[config.mk]
export PLATFORM = sky130hd
export DESIGN_NAME = ocd_cfg_regs
export DESIGN_NICKNAME = d
export VERILOG_FILES = /design/src/design/ocd_pkg.sv /design/src/design/ocd_cfg_regs.sv
export SDC_FILE = /design/constraint.sdc
export NUM_CORES = 1
export LEC_CHECK = 0
export BUFFER_PORTS_ARGS = -buffer_cell sky130_fd_sc_hd__buf_2
export CORE_MARGIN = 3
export CORE_UTILIZATION = 35
export DETAILED_ROUTE_END_ITERATION = 12
export PLACE_DENSITY = 0.63
export SLEW_MARGIN = 20
export SYNTH_ARGS = -nofsm -noshare
export SYNTH_HDL_FRONTEND = slang
export SYNTH_SLANG_ARGS = --single-unit
[constraint.sdc]
create_clock -name clk -period 2.3 [get_ports clk]
set_clock_uncertainty 0.2 [all_clocks]
set_input_delay 0.345 -clock clk [delete_from_list [all_inputs] [get_ports clk]]
set_output_delay 0.345 -clock clk [all_outputs]
set_load 0.01 [all_outputs]
[src/design/ocd_pkg.sv]
// Shared types and constants for the output channel calibrate-and-drive block.
package ocd_pkg;

  // Converter range and sweep constants
  localparam logic [11:0] DAC_MAX     = 12'd4095;
  localparam logic [11:0] SWEEP_START = 12'd4000;
  localparam logic [11:0] SWEEP_FLOOR = 12'd2000;
  localparam logic [11:0] SWEEP_STEP  = 12'd10;
  localparam logic [9:0]  POWER_LIMIT = 10'd1000;

  // Configuration port geometry
  localparam int CFG_DATA_W = 16;
  localparam int CFG_IDX_W  = 2;

  // Reset values of the configuration registers
  localparam logic signed [15:0] PRECHECK_RESET = 16'sd240;
  localparam logic signed [15:0] OK_RESET       = 16'sd0;
  localparam logic signed [15:0] OVER_RESET     = 16'sd32767;
  localparam logic [11:0]        OFF_RESET      = 12'd0;

  typedef enum logic [1:0] {
    ST_UNINIT = 2'd0,
    ST_CAL    = 2'd1,
    ST_READY  = 2'd2,
    ST_FAULT  = 2'd3
  } status_t;

  typedef enum logic [1:0] {
    ACT_START  = 2'd0,
    ACT_SAMPLE = 2'd1,
    ACT_POWER  = 2'd2,
    ACT_PULSE  = 2'd3
  } action_t;

  typedef enum logic [CFG_IDX_W-1:0] {
    CFG_PRECHECK = 2'd0,
    CFG_OK       = 2'd1,
    CFG_OVER     = 2'd2,
    CFG_OFF      = 2'd3
  } cfg_idx_t;

  typedef enum logic {
    PH_PRECHECK = 1'b0,
    PH_SWEEP    = 1'b1
  } phase_t;

  typedef struct packed {
    logic signed [15:0] precheck_threshold;
    logic signed [15:0] ok_threshold;
    logic signed [15:0] over_threshold;
    logic [11:0]        off_point;
  } cfg_t;

  typedef struct packed {
    action_t            action;
    logic signed [15:0] sample;
    logic [15:0]        power;
    logic [7:0]         pos_width;
    logic [7:0]         neg_width;
  } item_t;

  typedef struct packed {
    status_t     status;
    logic        rejected;
    logic        dac_write;
    logic [11:0] drive_level;
    logic        gates_on;
    logic        power_error;
    logic        pulse_valid;
    logic [7:0]  pulse_pos;
    logic [7:0]  pulse_neg;
  } result_t;

endpackage

[src/design/ocd_cfg_regs.sv]
// Configuration register file: thresholds and power offset.
module ocd_cfg_regs import ocd_pkg::*; (
  input  logic                  clk,
  input  logic                  rst,
  input  logic                  cfg_we,
  input  cfg_idx_t              cfg_index,
  input  logic [CFG_DATA_W-1:0] cfg_data,
  output cfg_t                  cfg
);

  // Register writes, reset to documented defaults
  always_ff @(posedge clk) begin
    if (rst) begin
      cfg.precheck_threshold <= PRECHECK_RESET;
      cfg.ok_threshold       <= OK_RESET;
      cfg.over_threshold     <= OVER_RESET;
      cfg.off_point          <= OFF_RESET;
    end else if (cfg_we) begin
      case (cfg_index)
        CFG_PRECHECK: cfg.precheck_threshold <= cfg_data;
        CFG_OK:       cfg.ok_threshold       <= cfg_data;
        CFG_OVER:     cfg.over_threshold     <= cfg_data;
        CFG_OFF:      cfg.off_point          <= cfg_data[11:0];
        default: ;
      endcase
    end
  end

endmodule

==> results of run 1 <==
-- final timing paths --
check | startpoint | to | slack (ns) | depth (start not counted)
worst max-delay path | cfg[58] | cfg[58] | 0.93 | 1
worst min-delay path | cfg_data[8] | cfg[20] | 0.1 | 3
worst max register to register | cfg[18] | cfg[18] | 1.48 | 2
worst min register to register | cfg[36] | cfg[36] | 0.27 | 2
-- layer usage --
layer,routed length (um),vias up,global-route usage
met5,0,-,0
met4,96,0,0.0731
met3,251,7,0.0387
met2,2440,42,0.206
met1,2640,807,0.195
li1,-,921,-
-- cell families after synthesis --
family,after synthesis,share of synthesized area
buffers and inverters,16,0.0377
DFF,60,0.496
muxes,60,0.248
and+or+nand+nor,97,0.219
-- cells in the final DEF, fill, tap and decap left out --
master / netlist / routed
nand3b_1: 1 / 1
nor3b_1: 1 / 1
or3b_1: 1 / 1
buf_2: 7 / 80
mux2i_1: 60 / 60
nand3_1: 1 / 1
clkbuf_1: 5 / 2
buf_12: 0 / 1
nor2_1: 34 / 34
clkinv_2: 0 / 2
buf_4: 2 / 4
nand2b_1: 57 / 57
and3b_1: 2 / 2
dfxtp_1: 60 / 60
clkbuf_8: 0 / 11
-- worst reg2reg max path, delay by kind of cell (launching register included) --
kind / cells / cell delay (ns)
DFF: 1 / 0.31
and+or+nand+nor: 1 / 0.12
muxes: 1 / 0.08
-- metrics by stage --
step | utilization | power (mW) | hold WS, ns
finish | 0.467 | 2.12 | 0.0959
floorplan | - | 1.25 | 0.293
global route | 0.467 | 2.22 | 0.0849
global placement | 0.441 | 1.33 | 0.258
detailed placement | 0.441 | 1.33 | 0.259
CTS | 0.467 | 2.15 | 0.0785
-- cell type report --
cell class / count / area [um2]
Multi-Input combinational cell: 157 / 1130
Clock buffer: 13 / 159
Tap cell: 77 / 96.3
Clock inverter: 2 / 10.0
Sequential cell: 60 / 1200
Timing Repair Buffer: 85 / 450
Fill cell: 652 / 3480
-- power by group --
| group | leakage (nW) | total, mW | internal, mW | switching [mW] |
|---|---|---|---|---|
| sequential | 0.488 | 1.10 | 1.08 | 0.0189 |
| combinational | 0.856 | 0.211 | 0.0984 | 0.113 |
| clock | 0.0893 | 0.810 | 0.441 | 0.369 |
| total | 1.43 | 2.12 | 1.62 | 0.501 |
==> impl_metrics.ini, run 1 <==
[worst_setup_path]
start_kind = flip-flop
crit_chain = buf_2
crit_fanout = 2
cp_top_family = flip-flops
cp-end-kind = output pin
path_buf_inv = 1
crit_arrival_ns = 0.83
cp_data_required_time_ns = 1.75
critPathKind = reg2out
critPathMaxStageDelay_ns = 0.36
crit_slowest_cell = dfxtp_1

[clock_network]
cts.sinks = 60
clock_latency_ns = 0.32
cts_max_level = 3
cts_buffers = 9
cts_resized = 0
cts_tree = built
postCtsHoldBufs = 0
postCtsSetupRepairBufs = 0
root_buffer = clkbuf_8
cts_buffer_depth = 2
clk_pin_slew_ns = 0.06

[sta]
hold_viol = 0
tightest_slew_ns = 0.484
fin_crit_sh = 0.597
final_max_slew_viol_count = 0
finalCriticalPeriod_ns = 1.37
relSlewSlack = 0.678
tns_ns = 0
setup_slack_ns = 0.927
rsz0062_at_grt = false
setup_viol = 0
max_freq_ghz = 0.728

[synthesis]
seq_area_frac_synth = 0.496
yosys_warnings = 0
synth_cells = 233
synth-seq-cells = 60
synth_nets = 254
synthDistinctLibCells = 13
synth_top_area_frac = 0.496
synth_area_um2 = 2420
synth_edf_count = 0
ys.flop_type = dfxtp_1
yosysTopAreaCell = dfxtp_1
synth_commonest_cells = dfxtp_1 (60), mux2i_1 (60), nand2b_1 (57), nor2_1 (34), buf_2 (7)
synthArstFlopShare = 0
ys_top_cells_by_area = dfxtp_1 (50%), mux2i_1 (25%), nand2b_1 (15%), nor2_1 (5.3%), buf_2 (1.4%)
postSynthAreaPerCell_um2 = 10.4

[global_routing]
track_usage = 0.143
grt_antenna_before_repair = 0
gr-total-overflow = 0
grt_max_degree = 92
grt_pass1_vias = 1646
grt_pass1_wl_um = 8380

[placement]
placed_cells_incl_taps = 379
place.gp.congestion = 0.715
pre_cts_slack_ns = 0.679
io_buffers = 80
dpl_cell_area_um2 = 2880
hpwlAfterDp_um = 3860

[drt]
drt-total-wl_um = 5430
drc = 0
routed-via-count = 1777
dr.pass1.iters = 4
wl_per_cell_um = 13.8
viasPerCell = 4.51
drtIter0Drc = 75
drt.antenna.violating_nets = 0

[finish]
reg_top3 = cfg x60
synthToLayoutAreaGrowth_pct = 25.8
regMostFlops = cfg
largest_register_ffs = 60
design_area_um2 = 3050
fin_nets = 334
final_cell_count_no_fill = 394
drive_gt1_frac = 0.309
diodes = 0

[power_and_ir_drop]
p_leak_nw = 1.43
power.density_nw_per_um2 = 694
max-vdd-ir-drop_mv = 0.300

[run_status]
status = completed

[die]
die-area_um2 = 7960
fp-row-count = 29
pin_count = 81
core-area_um2 = 6530
start_util = 0.371
die_x_um = 89.2
die_h_um = 89.2

[flow_run]
cap_viol_max_count = 0

[hold_path]
min_path_type = in2reg
(Power assumes the default switching activity.)
==> run 2: changes to the inputs <==
clock period = 1.38 ns   (was 2.3 ns; I/O delays follow)
==> impl_metrics.ini, run 2 (synthesis gave the netlist of run 1 again) <==
[run_status]
status = completed

[finish]
fin_nets = 351
layout_commonest_cell = buf_2
drive_gt1_frac = 0.304
diodes = 0
most-common-layout-cells = buf_2 (80), mux2i_1 (60), dfxtp_1 (60), nand2b_1 (57), nor2_1 (34)
synthToLayoutAreaGrowth_pct = 38.0
regMostFlops = cfg
largest_register_ffs = 60
reg_top3 = cfg x60
final_cell_count_no_fill = 412

[clock_network]
cts_buffers = 9
clock_latency_ns = 0.32
postCtsSetupRepairBufs = 0
cts_tree = built
cts_max_level = 3
root_buffer = clkbuf_8
cts.sinks = 60
clk_pin_slew_ns = 0.07
cts_buffer_depth = 2

[hold_path]
min-delay-start = cfg_data[4]
min_path_type = in2reg

[global_routing]
track_usage = 0.148
gr-total-overflow = 0
grt_pass1_wl_um = 8870
grt_antenna_before_repair = 0
grt_pass1_vias = 1822
grt_max_degree = 60

[power_and_ir_drop]
switching_share = 0.214
total_power_mw = 4.19
p_leak_nw = 1.56
power.density_nw_per_um2 = 1250
pwr-share-seq = 0.435
pwr-share-comb = 0.097
max-vdd-ir-drop_mv = 0.723
intPower_mw = 3.30
power_switching_mw = 0.896
p_clk_frac = 0.468

[die]
pin_count = 81
die-area_um2 = 7960
die_h_um = 89.2
core-area_um2 = 6530
fp-row-count = 29
die_x_um = 89.2
start_util = 0.371

[worst_setup_path]
crit_arrival_ns = 0.81
timing.rr.start = cfg[33]
crit_slowest_cell = dfxtp_1
cp-end-kind = output pin
critPathMaxStageDelay_ns = 0.35
crit_chain = buf_2
startpoint = cfg[58]
cp_top_family = flip-flops
crit_fanout = 2
cp_data_required_time_ns = 0.97
path_buf_inv = 1
critPathKind = reg2out
start_kind = flip-flop

[drt]
drt-total-wl_um = 5570
viasPerCell = 4.50
dr.pass1.iters = 4
drc = 0
drt.antenna.violating_nets = 0
drtIter0Drc = 77
wl_per_cell_um = 13.5
routed-via-count = 1856

[placement]
io_buffers = 80
place.gp.congestion = 0.711
placed_cells_incl_taps = 381
hpwlAfterDp_um = 3980

[sta]
hold_viol = 0
max_freq_ghz = 0.821
setup_viol = 0
relSlewSlack = 0.773
tightest_slew_ns = 0.339
rsz0062_at_grt = false
final_max_slew_viol_count = 0
fin_crit_sh = 0.883
finalCriticalPeriod_ns = 1.22

[flow_run]
cap_viol_max_count = 0
## run 2: changes by cell type in the layout (fill, tap and decap cells not counted)
cell / change
buf_12: +4
buf_4: -2
bufinv_16: +3
clkbuf_1: -1
clkinv_2: -1
dlygate4sd3_1: +15
## run 2: cell type report
type | instances | area (um2)
fillers | 602 | 3190
flip-flops and latches | 60 | 1200
multi-input cells | 157 | 1130
repair buffers | 102 | 666
clock buffers | 12 | 155
well taps | 77 | 96.3
clock inverters | 4 | 95.1
## run 2: path summary, 6_finish.rpt
path                            endpoint  slack, ns  cells after the start
worst min-delay path              cfg[4]       0.03                      3
worst max-delay path             cfg[58]       0.16                      1
worst max register to register   cfg[33]       0.58                      2
worst min register to register   cfg[35]       0.27                      2
## run 2: per-layer routing
layer | track usage | part of all wire | vias up
met1 | 0.200 | 0.48 | 851
met3 | 0.0313 | 0.053 | 4
li1 | - | - | 953
met2 | 0.217 | 0.46 | 48
met4 | 0.0839 | 0.0068 | 0
met5 | 0 | 0 | -
## run 2: worst register-to-register path, delay by kind of cell, from the launching register on
| family | cells | cell delay [ns] |
|---|---|---|
| flip-flops | 1 | 0.34 |
| AND/OR/NAND/NOR | 1 | 0.07 |
| multiplexers | 1 | 0.12 |
## run 2: through the flow
| step | setup TNS (ns) | instance area (um2) | setup slack (ns) | utilization | hold slack, ns |
|---|---|---|---|---|---|
| 5_1_grt | 0 | 3340 | 0.0949 | 0.512 | 0.0296 |
| 2_1_floorplan | 0 | 2420 | 0.223 | - | 0.174 |
| 3_3_place_gp | 0 | 2940 | 0.00124 | 0.451 | 0.256 |
| 4_1_cts | 0 | 3340 | 0.130 | 0.512 | 0.0134 |
| 3_5_place_dp | -0.0123 | 2940 | -0.00575 | 0.451 | 0.262 |
| 6_report | 0 | 3340 | 0.162 | 0.512 | 0.0274 |
## run 2: power by group through the flow
stage	registers, mW	logic (mW)	clock network, mW
final	1.82	0.405	1.96
after global routing	1.83	0.444	2.08
after CTS	1.83	0.411	2.01
after detailed placement	1.86	0.377	0
after global placement	1.86	0.372	0
after floorplan	1.89	0.189	0
## run 2: repair_timing
action,in CTS,in global routing
endpoints found under the setup margin,0,0
gates resized for setup,0,0
hold endpoints to repair,26,0
hold buffers,15,0
