File: config.mk
export PLATFORM = sky130hd
export DESIGN_NAME = ocd_step
export DESIGN_NICKNAME = d
export VERILOG_FILES = /design/src/design/ocd_pkg.sv /design/src/design/ocd_step.sv
export SDC_FILE = /design/constraint.sdc
export NUM_CORES = 1
export LEC_CHECK = 0
export BUFFER_PORTS_ARGS = -buffer_cell sky130_fd_sc_hd__buf_2
export CAP_MARGIN = 25
export CORE_MARGIN = 2
export CORE_UTILIZATION = 51
export DETAILED_ROUTE_END_ITERATION = 8
export GPL_ROUTABILITY_DRIVEN = 0
export PLACE_DENSITY = 0.83
export RECOVER_POWER = 25
export SYNTH_ARGS = -nofsm -noshare
export SYNTH_HDL_FRONTEND = slang
export SYNTH_SLANG_ARGS = --single-unit
File: constraint.sdc
create_clock -name clk -period 6 [get_ports clk]
set_input_delay 1.2 -clock clk [delete_from_list [all_inputs] [get_ports clk]]
set_output_delay 1.2 -clock clk [all_outputs]
set_load 0.01 [all_outputs]
File: src/design/ocd_pkg.sv
// Shared types and constants for the output channel calibrate-and-drive block.
package ocd_pkg;

  // Converter range and sweep constants
  localparam logic [11:0] DAC_MAX     = 12'd4095;
  localparam logic [11:0] SWEEP_START = 12'd4000;
  localparam logic [11:0] SWEEP_FLOOR = 12'd2000;
  localparam logic [11:0] SWEEP_STEP  = 12'd10;
  localparam logic [9:0]  POWER_LIMIT = 10'd1000;

  // Configuration port geometry
  localparam int CFG_DATA_W = 16;
  localparam int CFG_IDX_W  = 2;

  // Reset values of the configuration registers
  localparam logic signed [15:0] PRECHECK_RESET = 16'sd240;
  localparam logic signed [15:0] OK_RESET       = 16'sd0;
  localparam logic signed [15:0] OVER_RESET     = 16'sd32767;
  localparam logic [11:0]        OFF_RESET      = 12'd0;

  typedef enum logic [1:0] {
    ST_UNINIT = 2'd0,
    ST_CAL    = 2'd1,
    ST_READY  = 2'd2,
    ST_FAULT  = 2'd3
  } status_t;

  typedef enum logic [1:0] {
    ACT_START  = 2'd0,
    ACT_SAMPLE = 2'd1,
    ACT_POWER  = 2'd2,
    ACT_PULSE  = 2'd3
  } action_t;

  typedef enum logic [CFG_IDX_W-1:0] {
    CFG_PRECHECK = 2'd0,
    CFG_OK       = 2'd1,
    CFG_OVER     = 2'd2,
    CFG_OFF      = 2'd3
  } cfg_idx_t;

  typedef enum logic {
    PH_PRECHECK = 1'b0,
    PH_SWEEP    = 1'b1
  } phase_t;

  typedef struct packed {
    logic signed [15:0] precheck_threshold;
    logic signed [15:0] ok_threshold;
    logic signed [15:0] over_threshold;
    logic [11:0]        off_point;
  } cfg_t;

  typedef struct packed {
    action_t            action;
    logic signed [15:0] sample;
    logic [15:0]        power;
    logic [7:0]         pos_width;
    logic [7:0]         neg_width;
  } item_t;

  typedef struct packed {
    status_t     status;
    logic        rejected;
    logic        dac_write;
    logic [11:0] drive_level;
    logic        gates_on;
    logic        power_error;
    logic        pulse_valid;
    logic [7:0]  pulse_pos;
    logic [7:0]  pulse_neg;
  } result_t;

endpackage

File: src/design/ocd_step.sv
// Channel state registers and the per-command decision logic.
module ocd_step import ocd_pkg::*; (
  input  logic    clk,
  input  logic    rst,
  input  logic    advance,
  input  item_t   item,
  input  cfg_t    cfg,
  output result_t result
);

  status_t     chan_status, chan_status_next;
  phase_t      cal_phase, cal_phase_next;
  logic [11:0] sweep_level, sweep_level_next;
  logic [11:0] cal_level, cal_level_next;

  // Power mapping: cal + offset - 2*min(power, limit)
  logic [9:0]         pwr_clamped;
  logic [12:0]        pwr_base;
  logic signed [13:0] pwr_mapped;
  logic               pwr_out_of_range;
  logic [11:0]        sweep_dec;

  assign pwr_clamped = (item.power > {6'd0, POWER_LIMIT}) ? POWER_LIMIT : item.power[9:0];
  assign pwr_base    = {1'b0, cal_level} + {1'b0, cfg.off_point};
  assign pwr_mapped  = $signed({1'b0, pwr_base}) - $signed({3'b000, pwr_clamped, 1'b0});
  assign pwr_out_of_range = pwr_mapped < 14'sd0 ||
                            pwr_mapped > $signed({2'b00, DAC_MAX});
  assign sweep_dec   = sweep_level - SWEEP_STEP;

  // Decision logic
  always_comb begin
    chan_status_next = chan_status;
    cal_phase_next   = cal_phase;
    sweep_level_next = sweep_level;
    cal_level_next   = cal_level;
    result           = '0;

    case (item.action)
      ACT_START: begin
        if (chan_status != ST_UNINIT) begin
          result.rejected = 1'b1;
        end else begin
          chan_status_next   = ST_CAL;
          cal_phase_next     = PH_PRECHECK;
          sweep_level_next   = SWEEP_START;
          result.dac_write   = 1'b1;
          result.drive_level = DAC_MAX;
        end
      end
      ACT_SAMPLE: begin
        if (chan_status != ST_CAL) begin
          result.rejected = 1'b1;
        end else if (cal_phase == PH_PRECHECK) begin
          if (item.sample > cfg.precheck_threshold) begin
            // drive already off, no write needed
            chan_status_next = ST_FAULT;
          end else begin
            cal_phase_next     = PH_SWEEP;
            sweep_level_next   = SWEEP_START;
            result.dac_write   = 1'b1;
            result.drive_level = SWEEP_START;
            result.gates_on    = 1'b1;
          end
        end else begin
          if (item.sample > cfg.over_threshold) begin
            chan_status_next   = ST_FAULT;
            result.dac_write   = 1'b1;
            result.drive_level = DAC_MAX;
          end else if (item.sample > cfg.ok_threshold) begin
            cal_level_next     = sweep_level;
            chan_status_next   = ST_READY;
            result.dac_write   = 1'b1;
            result.drive_level = DAC_MAX;
          end else if (sweep_level > SWEEP_FLOOR + SWEEP_STEP) begin
            sweep_level_next   = sweep_dec;
            result.dac_write   = 1'b1;
            result.drive_level = sweep_dec;
            result.gates_on    = 1'b1;
          end else begin
            // sweep exhausted without reaching the ok level
            chan_status_next   = ST_FAULT;
            result.dac_write   = 1'b1;
            result.drive_level = DAC_MAX;
          end
        end
      end
      ACT_POWER: begin
        if (chan_status != ST_READY) begin
          result.rejected = 1'b1;
        end else if (pwr_out_of_range) begin
          result.power_error = 1'b1;
        end else begin
          result.dac_write   = 1'b1;
          result.drive_level = pwr_mapped[11:0];
        end
      end
      ACT_PULSE: begin
        if (chan_status != ST_READY) begin
          result.rejected = 1'b1;
        end else begin
          result.pulse_valid = 1'b1;
          result.pulse_pos   = item.pos_width;
          result.pulse_neg   = item.neg_width;
        end
      end
      default: ;
    endcase

    result.status = chan_status_next;
  end

  // State update when the command moves to the result register
  always_ff @(posedge clk) begin
    if (rst) begin
      chan_status <= ST_UNINIT;
      cal_phase   <= PH_PRECHECK;
      sweep_level <= SWEEP_START;
      cal_level   <= DAC_MAX;
    end else if (advance) begin
      chan_status <= chan_status_next;
      cal_phase   <= cal_phase_next;
      sweep_level <= sweep_level_next;
      cal_level   <= cal_level_next;
    end
  end

endmodule

==> results <==
- Synthesis instantiated 56 different standard cells from the library.
- The global-route total usage across every layer is 0.2628.
- The worst setup path is launched from a primary input.
- The sequential share of power is 0.309.
- The run finished with clean final reports.
- The area growth from synthesis to layout is 25.09%.
- The number of buffers inserted by hold repair at cts is 0.
- The sum of net half-perimeters after detailed placement is 9193 um.
- The synthesized netlist cell count is 518.
- The worst-margin pin slew is 632.2 ps.
- The number of antenna diodes in the final layout is 0.
- The final net count is 845.
- The arrival time reported for the critical path endpoint is 4620 ps.
- The fraction of synthesis flops using an asynchronous set or reset pin is 0.
- Wires add up to 11140 um.
- After the first detailed-routing iteration, the DRC count stood at 286.
- In the final routed layout, each cell accounts on average for 14.70 um.
- From bottom edge to top edge, the die measures 90.83 um.
- The clock tree skew after final layout is 3.935 ps.
- For this run, the register share of the synthesized area comes to 0.1354.
- The data required time at the worst endpoint is 4800 ps.
- The ratio of final minimum period to clock period is 0.9703.
- The maximum VDD drop is 0.08586 mV.
- The initial antenna violation count is 0.
- The total power divided by cell area is 117.2 mW/mm^2.
- The fraction of power spent switching nets is 0.3432.
- The standard cell core area is 0.007292 sq mm.
- The maximum buffer depth of the clock tree is 2.
- Once detail routing completed, the nets flagged for antenna violations numbered 0.
- The pin count of the biggest net entering global routing is 29.
- The number of slew-limit violations in the final report is 0.
- The final count of hold timing violations is 0.
- The cell internal power dissipation is 370.2 uW.
- In this run the number of H-tree levels came out at 1.
- TritonCTS built the clock tree.
- The area of the die is 0.008249 sq mm.
- The wire length of the first global-routing pass is 18370 um.
- The share of power burned in combinational logic is 0.427.
- The average instance in the mapped netlist occupies 7.423 sq um.
- For this run the aggregate overflow at the end of global routing stands at 0.
- The count of endpoints failing setup in the final report is 0.
- In this run the cell area of the synthesized design comes to 0.003845 sq mm.
- For this configuration, the core starts out at a cell density of 0.5273.
- After floorplanning, the core was divided into 31 placement rows.
- The port buffer count is 147.
- The iteration count of the initial detailed-routing pass is 5.
- The buffer type at the clock tree root is sky130_fd_sc_hd__clkbuf_8.
- At the later pin of the worst-skew pair, clock insertion delay measures 270 ps.
- The number of clock buffers added by TritonCTS is 3.
- In this run, synthesis produced a sequential element count of 26.
- The highest attainable clock frequency is 171.8 MHz.
- The number of flops mapped to enable cells by yosys is 0.
- The type of the tightest min-delay check is reg2reg.
- The highest net fanout along the worst path is 6.
- For this design, the sink count on the clock tree is 26.
- The synthesis warning total is 0.
- The worst slew slack as a fraction of its limit is 0.5786.
- Max-cap violations in this run came to 0.
- In this run, placement finished with an instance count of 752.
- The routed layout has 4345 vias.
- For this design the total switching power over the nets is 193.4 uW.
- The most used flip-flop cell after synthesis is sky130_fd_sc_hd__dfxtp_1.
- The horizontal extent of the die is 90.83 um.
- In the final layout, the share of cells above drive strength 1 is 0.2504.
- For this run, design rule violations remaining after detail routing come to 0.
- The number of global-route vias before repair is 4234.
- The number of placed I/O pins is 148.
- For this design the static power due to leakage is 0.002628 uW.
- Clock-pin slew was measured on the worst setup and hold paths at 100 ps.
- The minimum period implied by the final worst setup slack is 5822 ps.
- The final cell count without fillers is 758.
- The post-synth net total is 703.
- Of the total power, the clock network draws 0.264.
- The critical path capture point type is an output pin.
- The worst setup path is of the in2out kind.
- The design draws 563.6 uW.
- The routed via count divided by cell count is 5.732.
-- logic make-up (layout without fill, tap and decap cells) --
group	Yosys count	in the layout	share of synthesized area
muxes	9	9	0.02343
adders and majority gates	72	72	0.2538
xor gates and xnor gates	18	18	0.04100
AOI/OAI and AO/OA	123	123	0.2193
and+or+nand+nor	174	174	0.2281
buffers and inverters	96	237	0.09892
DFF	26	26	0.1354
-- power groups by stage --
stage	logic, uW	registers (uW)	clock network (uW)
after detailed placement	223	178	0
after global placement	214	178	0
final	241	174	149
after floorplan	140	177	0
after global routing	268	174	158
after CTS	225	174	151
-- worst paths after layout --
check                                     from            to  slack, ps  depth (start not counted)
worst max-delay path                  item[16]    result[25]        180                         19
worst max register to register  chan_status[1]  cal_level[4]       3730                          6
worst min register to register    cal_level[0]  cal_level[0]        470                          2
worst min-delay path              cal_level[0]  cal_level[0]        470                          2
-- flip-flops by register name, indices dropped and copies added, names as in the netlist --
register,cells
chan_status,2
sweep_level,11
cal_level,12
cal_phase,1
-- cell usage in the layout (no fill, tap or decap), types with 3 or more instances in the layout --
cell type	n
sky130_fd_sc_hd__nor2b_1	3
sky130_fd_sc_hd__o221ai_1	4
sky130_fd_sc_hd__mux2i_1	9
sky130_fd_sc_hd__o31ai_1	11
sky130_fd_sc_hd__inv_1	79
sky130_fd_sc_hd__xor2_1	10
sky130_fd_sc_hd__o22ai_1	9
sky130_fd_sc_hd__clkbuf_8	3
sky130_fd_sc_hd__o211ai_1	6
sky130_fd_sc_hd__a21o_1	12
sky130_fd_sc_hd__or3_1	5
sky130_fd_sc_hd__nand2b_1	7
sky130_fd_sc_hd__a211oi_1	3
sky130_fd_sc_hd__fa_1	10
sky130_fd_sc_hd__nand2_1	52
sky130_fd_sc_hd__ha_1	60
sky130_fd_sc_hd__nor3_1	7
sky130_fd_sc_hd__nand4_1	13
sky130_fd_sc_hd__o32ai_1	4
sky130_fd_sc_hd__clkbuf_1	15
sky130_fd_sc_hd__nor4_1	5
sky130_fd_sc_hd__a31oi_1	13
sky130_fd_sc_hd__dfxtp_1	26
sky130_fd_sc_hd__o21ai_0	15
sky130_fd_sc_hd__nor2_1	34
sky130_fd_sc_hd__and3_1	17
sky130_fd_sc_hd__and2_1	6
sky130_fd_sc_hd__a21oi_1	23
sky130_fd_sc_hd__xnor2_1	8
sky130_fd_sc_hd__buf_4	5
sky130_fd_sc_hd__buf_2	133
sky130_fd_sc_hd__nand3_1	11
-- cell type report --
| cell class | count | area, sq um |
|---|---|---|
| tap | 99 | 123.9 |
| sequential | 26 | 520.5 |
| inverter | 79 | 296.5 |
| fill | 654 | 2482 |
| timing repair buffer | 154 | 770.7 |
| multi-input combinational | 396 | 3027 |
| clock inverter | 1 | 30.03 |
| clock buffer | 3 | 41.29 |
-- Yosys cell counts (all sizes together) (7+ instances only) --
library cell	count	area, sq um
o21ai	19	106.4
nand4	13	81.33
nand2	53	198.9
nor3	7	35.03
xnor2	8	70.07
and3	17	106.4
inv	79	296.5
mux2i	9	90.09
o31ai	12	90.09
ha	62	775.7
o211ai	7	57.55
nor2	35	131.4
dfxtp	26	520.5
a21oi	24	120.1
a31oi	14	102.6
nand2b	8	57.55
fa	10	200.2
clkbuf	13	48.80
nand3	12	65.06
o22ai	10	62.56
a21o	12	90.09
xor2	10	87.58
-- stage by stage --
step           TNS [ps]  hold slack (ps)  cell area (sq um)  utilization  setup slack [ps]
2_1_floorplan         0            426.2               3845            -             495.7
3_5_place_dp     -13.34            449.5               4658       0.6388            -13.34
3_3_place_gp          0            440.9               4658       0.6388             177.8
6_report              0            466.1               4810       0.6596             178.0
4_1_cts               0            463.0               4730       0.6486             76.69
5_1_grt          -76.68            504.1               4810       0.6596            -23.96
-- worst max-delay path, cell delays in order --
cell and delay, ps:
sky130_fd_sc_hd__buf_2 100, sky130_fd_sc_hd__or3_4 380, sky130_fd_sc_hd__a21oi_2 130, sky130_fd_sc_hd__nor3_1 70
sky130_fd_sc_hd__nor2_1 190, sky130_fd_sc_hd__and2_1 170, sky130_fd_sc_hd__fa_1 410, sky130_fd_sc_hd__inv_1 80
sky130_fd_sc_hd__ha_2 300, sky130_fd_sc_hd__nor2b_1 150, sky130_fd_sc_hd__o2111ai_1 220, sky130_fd_sc_hd__nand2_2 130
sky130_fd_sc_hd__o21ai_4 230, sky130_fd_sc_hd__o22ai_2 140, sky130_fd_sc_hd__o21ai_2 170, sky130_fd_sc_hd__nor2_2 70
sky130_fd_sc_hd__buf_6 130, sky130_fd_sc_hd__o221ai_1 200, sky130_fd_sc_hd__buf_2 170
-- what timing repair did --
| action | in CTS | in global routing |
|---|---|---|
| resized for setup | 1 | 16 |
| endpoints found under the setup margin | 1 | 13 |
| hold endpoints to repair | 0 | 0 |
| pin swaps | 0 | 10 |
| setup buffers | 0 | 2 |
-- routing by layer --
| layer | up-vias | GRT usage | part of all wire |
|---|---|---|---|
| met5 | - | 0 | 0 |
| met4 | 0 | 0.06313 | 0.014 |
| met3 | 20 | 0.03005 | 0.084 |
| met2 | 220 | 0.4770 | 0.48 |
| met1 | 1983 | 0.3313 | 0.42 |
| li1 | 2122 | - | - |
No activity file was read; power rests on OpenSTA's default activity.
